<file path="config.mk">
export PLATFORM = sky130hd
export DESIGN_NAME = kst_ctrl
export DESIGN_NICKNAME = d
export VERILOG_FILES = /design/src/rtl/core/kst_pkg.sv /design/src/rtl/core/kst_ctrl.sv
export SDC_FILE = /design/constraint.sdc
export NUM_CORES = 1
export LEC_CHECK = 0
export BUFFER_PORTS_ARGS = -buffer_cell sky130_fd_sc_hd__buf_4
export CORE_AREA = 2 2 39 41
export DETAILED_ROUTE_END_ITERATION = 8
export DIE_AREA = 0 0 41 43
export PLACE_DENSITY = 0.49
export SLEW_MARGIN = 10
export SYNTH_ARGS = -nofsm -noshare
export SYNTH_HDL_FRONTEND = slang
export SYNTH_SLANG_ARGS = --single-unit
</file>
<file path="constraint.sdc">
create_clock -name aclk -period 1.54 [get_ports aclk]
set_clock_uncertainty 0.1 [all_clocks]
set_input_delay 0.308 -clock aclk [delete_from_list [all_inputs] [get_ports aclk]]
set_output_delay 0.308 -clock aclk [all_outputs]
set_load 0.01 [all_outputs]
</file>
<file path="src/rtl/core/kst_pkg.sv">
// Shared types, codes and default sizes for the keyed stock table.
package kst_pkg;

    localparam int TABLE_DEPTH_DEF = 128;
    localparam int KEY_BITS_DEF    = 20;
    localparam int QTY_BITS_DEF    = 16;

    localparam int OP_W            = 2;
    localparam int STATUS_W        = 3;
    localparam int ENTRY_INDEX_W   = 7;
    localparam int LEVEL_W         = 2;
    localparam int ENTRIES_USED_W  = 8;

    typedef enum logic [OP_W-1:0] {
        OP_INSERT = 2'd0,
        OP_MERGE  = 2'd1,
        OP_UPDATE = 2'd2,
        OP_LOOKUP = 2'd3
    } op_t;

    typedef enum logic [STATUS_W-1:0] {
        ST_INSERTED = 3'd0,
        ST_ACCUM    = 3'd1,
        ST_FOUND    = 3'd2,
        ST_NOTFOUND = 3'd3,
        ST_DUP      = 3'd4,
        ST_FULL     = 3'd5,
        ST_BADKEY   = 3'd6,
        ST_BADTHR   = 3'd7
    } status_t;

    localparam logic [LEVEL_W-1:0] LVL_CRITICAL = 2'd0;
    localparam logic [LEVEL_W-1:0] LVL_LOW      = 2'd1;
    localparam logic [LEVEL_W-1:0] LVL_ADEQUATE = 2'd2;

    typedef enum logic [2:0] {
        S_IDLE,
        S_PRE,
        S_SEARCH,
        S_RESOLVE,
        S_OUT
    } state_t;

    // controller -> datapath
    typedef struct packed {
        logic accept;
        logic pre;
        logic search;
        logic resolve;
        logic emit;
    } cmd_t;

    // datapath -> controller
    typedef struct packed {
        logic pre_err;
        logic hit;
        logic miss;
    } sts_t;

endpackage

</file>
<file path="src/rtl/core/kst_ctrl.sv">
// Sequencer for the keyed stock table: accept, check, search, resolve, emit.
module kst_ctrl (
    input  logic          aclk,
    input  logic          aresetn,
    input  logic          s_valid,
    output logic          s_ready,
    input  logic          m_ready,
    output logic          m_valid,
    input  kst_pkg::sts_t sts,
    output kst_pkg::cmd_t cmd
);

    kst_pkg::state_t state_reg, state_next;
    logic            m_valid_reg, m_valid_next;

    always_ff @(posedge aclk) begin
        if (!aresetn) begin
            state_reg   <= kst_pkg::S_IDLE;
            m_valid_reg <= 1'b0;
        end else begin
            state_reg   <= state_next;
            m_valid_reg <= m_valid_next;
        end
    end

    always_comb begin
        state_next = state_reg;
        cmd        = '0;
        s_ready    = 1'b0;
        case (state_reg)
            kst_pkg::S_IDLE: begin
                s_ready = 1'b1;
                if (s_valid) begin
                    cmd.accept = 1'b1;
                    state_next = kst_pkg::S_PRE;
                end
            end
            kst_pkg::S_PRE: begin
                cmd.pre    = 1'b1;
                state_next = sts.pre_err ? kst_pkg::S_OUT : kst_pkg::S_SEARCH;
            end
            kst_pkg::S_SEARCH: begin
                cmd.search = 1'b1;
                if (sts.hit || sts.miss) begin
                    state_next = kst_pkg::S_RESOLVE;
                end
            end
            kst_pkg::S_RESOLVE: begin
                cmd.resolve = 1'b1;
                state_next  = kst_pkg::S_OUT;
            end
            kst_pkg::S_OUT: begin
                if (!m_valid_reg || m_ready) begin
                    cmd.emit   = 1'b1;
                    state_next = kst_pkg::S_IDLE;
                end
            end
            default: begin
                state_next = kst_pkg::S_IDLE;
            end
        endcase
        if (cmd.emit) begin
            m_valid_next = 1'b1;
        end else if (m_ready) begin
            m_valid_next = 1'b0;
        end else begin
            m_valid_next = m_valid_reg;
        end
    end

    assign m_valid = m_valid_reg;

endmodule

</file>
==> flow_summary.yaml <==
sta:
  holdWs_ns: 0.2652
  minimum_clock_period_ns: 1.586
  timing.final.crit_share_pct: 103.0
  final.setup.worst_slack_ns: -0.04649
  max_freq_mhz: 630.3
  grt_setup_unrepaired: "yes"
  tightest_slew_ns: 0.3138
  report.final.setup_viol: 1
  maxSlewHeadroom_pct: 79.02
  report.final.slew_viol_count: 0
  number_of_hold_slack_violations_in_the_final_timing_report: 0
detailed_routing:
  dr.first_iter.drc_count: 0
  drt_drc_violations_left: 0
  wl_per_cell_um: 8.417
  vias_per_cell: 3.933
  postRouteWirelength_um: 505
  drt.antenna.violating_nets: 0
  detailedRoute.firstPassIterationCount: 1
  num_vias: 236
clock_tree:
  cts.reportedPaths.clkPinSlew_ns: 0.03
  cts_inserted_buffers: 3
  tritoncts: "done"
  cts.root.buffer_cell: "sky130_fd_sc_hd__clkbuf_4"
  cts.sink_count: 4
  post_cts_hold_buffer_count: 0
  clock_latency_ns: 0.23
  ctsHtreeMaxLevel: 1
  cts_max_path_buffers: 2
pwr:
  max-vdd-ir-drop_uv: 265.1
  power_dens_cells_nw_per_um2: 785.6
  total_leakage_power_nw: 0.1743
cells_and_area:
  filler_cell_count: 159
  fin_nets: 53
  post_layout_nonfiller_instances: 60
  fraction_of_final_layout_cells_with_drive_strength_greater_than_1_pct: 56.82
  final_core_utilization_pct: 29.11
  finish.instance_area_um2: 402.9
  area_delta_synth_final_pct: 81.92
  antenna_cells_inserted: 0
  largest_register_ffs: 3
placement:
  place.detailed.hpwl_um: 392.3
  placement.cell_area_um2: 346.6
  port_buffers: 13
  dp.cells: 56
  finalWeightedCongestion: 0.6632
  detailedPlace.worstSlack_ns: 0.1484
status:
  status: "finished, violations left"
  failed_checks: "negative setup slack"
synthesis:
  yosys.area.top_type: "sky130_fd_sc_hd__dfxtp_1"
  yosys_most_used_dff: "sky130_fd_sc_hd__dfxtp_1"
  yosys_register_bits: 4
  synth_fp_nets: 33
  synth_cell_types: 16
  synth-async-reset-ratio_pct: 0
  synth-edff-count: 0
  postSynthAreaPerCell_um2: 8.518
  synthTopCellsByArea: "sky130_fd_sc_hd__dfxtp_1 36%, sky130_fd_sc_hd__nand2b_1 8.5%, sky130_fd_sc_hd__or3b_1 7.9%, sky130_fd_sc_hd__a211oi_2 5.6%, sky130_fd_sc_hd__nor2_1 5.1%"
  ys_seq_area_share_pct: 36.16
  synthDominantCellAreaShare_pct: 36.16
  synth_area_um2: 221.5
  netlist_instances: 26
  synth.yosys.warnings: 0
critical_path:
  path_max_fanout: 3
  crit_path_arrival_time_ns: 1.18
  crit_family: "simple AND/OR/NAND/NOR gates"
  setup.reg_to_reg.worst_slack_ns: 0.31
  worst-setup-path-type: "reg -> out"
  critPathSlowestCell: "sky130_fd_sc_hd__or3b_4"
  crit_path_start_kind: "flop"
  critical_path.endpoint_type: "primary output"
  timing.critical_path.required_ns: 1.13
  cp_peak_stage_delay_ns: 0.40
  ff2ff_path_depth: 3
  worstPathBufferInverterCount: 1
  worst-path-stages: 3
  path_cells: "or3b_4 -> nor2b_1 -> buf_4"
die:
  floorplan.initialDensity_pct: 16.00
  io-pin-count: 14
  chipWidth_um: 41
  core-area_um2: 1384
  die_height_um: 43
  rows: 14
  die-area_um2: 1763
hold_path:
  hold_path_depth: 3
  worst_hold_path_type: "in -> reg"
global_route:
  grt-ovfl-total: 0
  vias_in_the_first_global_route: 219
  grt.total_usage_pct: 7.430
  grt_first_pass_wirelength_um: 821
  grt_antenna_before_repair: 0
  maximum_number_of_pins_on_one_net_before_global_route_repair: 8
job:
  max_cap_violations: 0
per-stage QoR:
| step | power, mW | setup TNS (ns) |
|---|---|---|
| 2_1_floorplan | 0.1467 | 0 |
| 3_3_place_gp | 0.1833 | 0 |
| 3_5_place_dp | 0.1837 | 0 |
| 4_1_cts | 0.3194 | -0.05963 |
| 5_1_grt | 0.3429 | -0.1820 |
| 6_report | 0.3165 | -0.04649 |
timing repair:
item | 4_1_cts | 5_1_grt
gates cloned | 0 | 0
endpoints found under the setup margin | 2 | 4
buffers inserted | 1 | 0
gates resized for setup | 5 | 2
pin swaps | 0 | 1
cells in the final DEF, fill, tap and decap left out, types with 2 or more instances in the layout:
cell type,synthesis,layout
sky130_fd_sc_hd__clkbuf_4,0,3
sky130_fd_sc_hd__inv_1,2,2
sky130_fd_sc_hd__buf_4,1,16
sky130_fd_sc_hd__nor2_1,3,3
sky130_fd_sc_hd__nand2b_1,3,2
sky130_fd_sc_hd__dfxtp_1,4,2
synth_stat cells, drive strengths merged, types with 2 or more instances:
library cell and instances:
nor3 2, nand2b 3, nor2 3, dfxtp 4, or3b 2, inv 2
power breakdown:
part / internal (mW) / total [mW] / switching, mW
combinational: 0.0466 / 0.0810 / 0.0345
clock: 0.0867 / 0.123 / 0.0362
sequential: 0.110 / 0.113 / 0.00293
total: 0.243 / 0.317 / 0.0736
final timing paths:
check                       to         start
setup reg to reg  state_reg[1]  state_reg[1]
hold reg to reg        m_valid       m_valid
setup / recovery        cmd[0]  state_reg[1]
hold / removal    state_reg[0]       s_valid
cell type report:
class / instances / area, um2 / area share (%)
flip-flops and latches: 4 / 85.08 / 21.12
inverters: 2 / 7.507 / 1.863
repair buffers: 16 / 120.1 / 29.81
multi-input cells: 19 / 147.6 / 36.65
well taps: 16 / 20.02 / 4.969
clock buffers: 3 / 22.52 / 5.590
metal layers:
| metal | track usage [%] | up-vias | part of all wire [%] |
|---|---|---|---|
| li1 | - | 128 | - |
| met1 | 9.325 | 99 | 44 |
| met2 | 9.375 | 9 | 47 |
| met3 | 3.141 | 0 | 9.1 |
| met4 | 6.000 | 0 | 0 |
| met5 | 0 | - | 0 |
kinds of logic after synthesis:
| family | share of synthesized area (%) |
|---|---|
| simple gates | 38.43 |
| buf+inv | 6.782 |
| flops | 36.16 |
| compound gates | 18.64 |
tightest hold or removal path, cell delays in order:
cell and delay [ns]:
sky130_fd_sc_hd__buf_4 0.11, sky130_fd_sc_hd__nand2b_1 0.06, sky130_fd_sc_hd__a2111oi_1 0.07
Power figures use the tool's default switching activity.
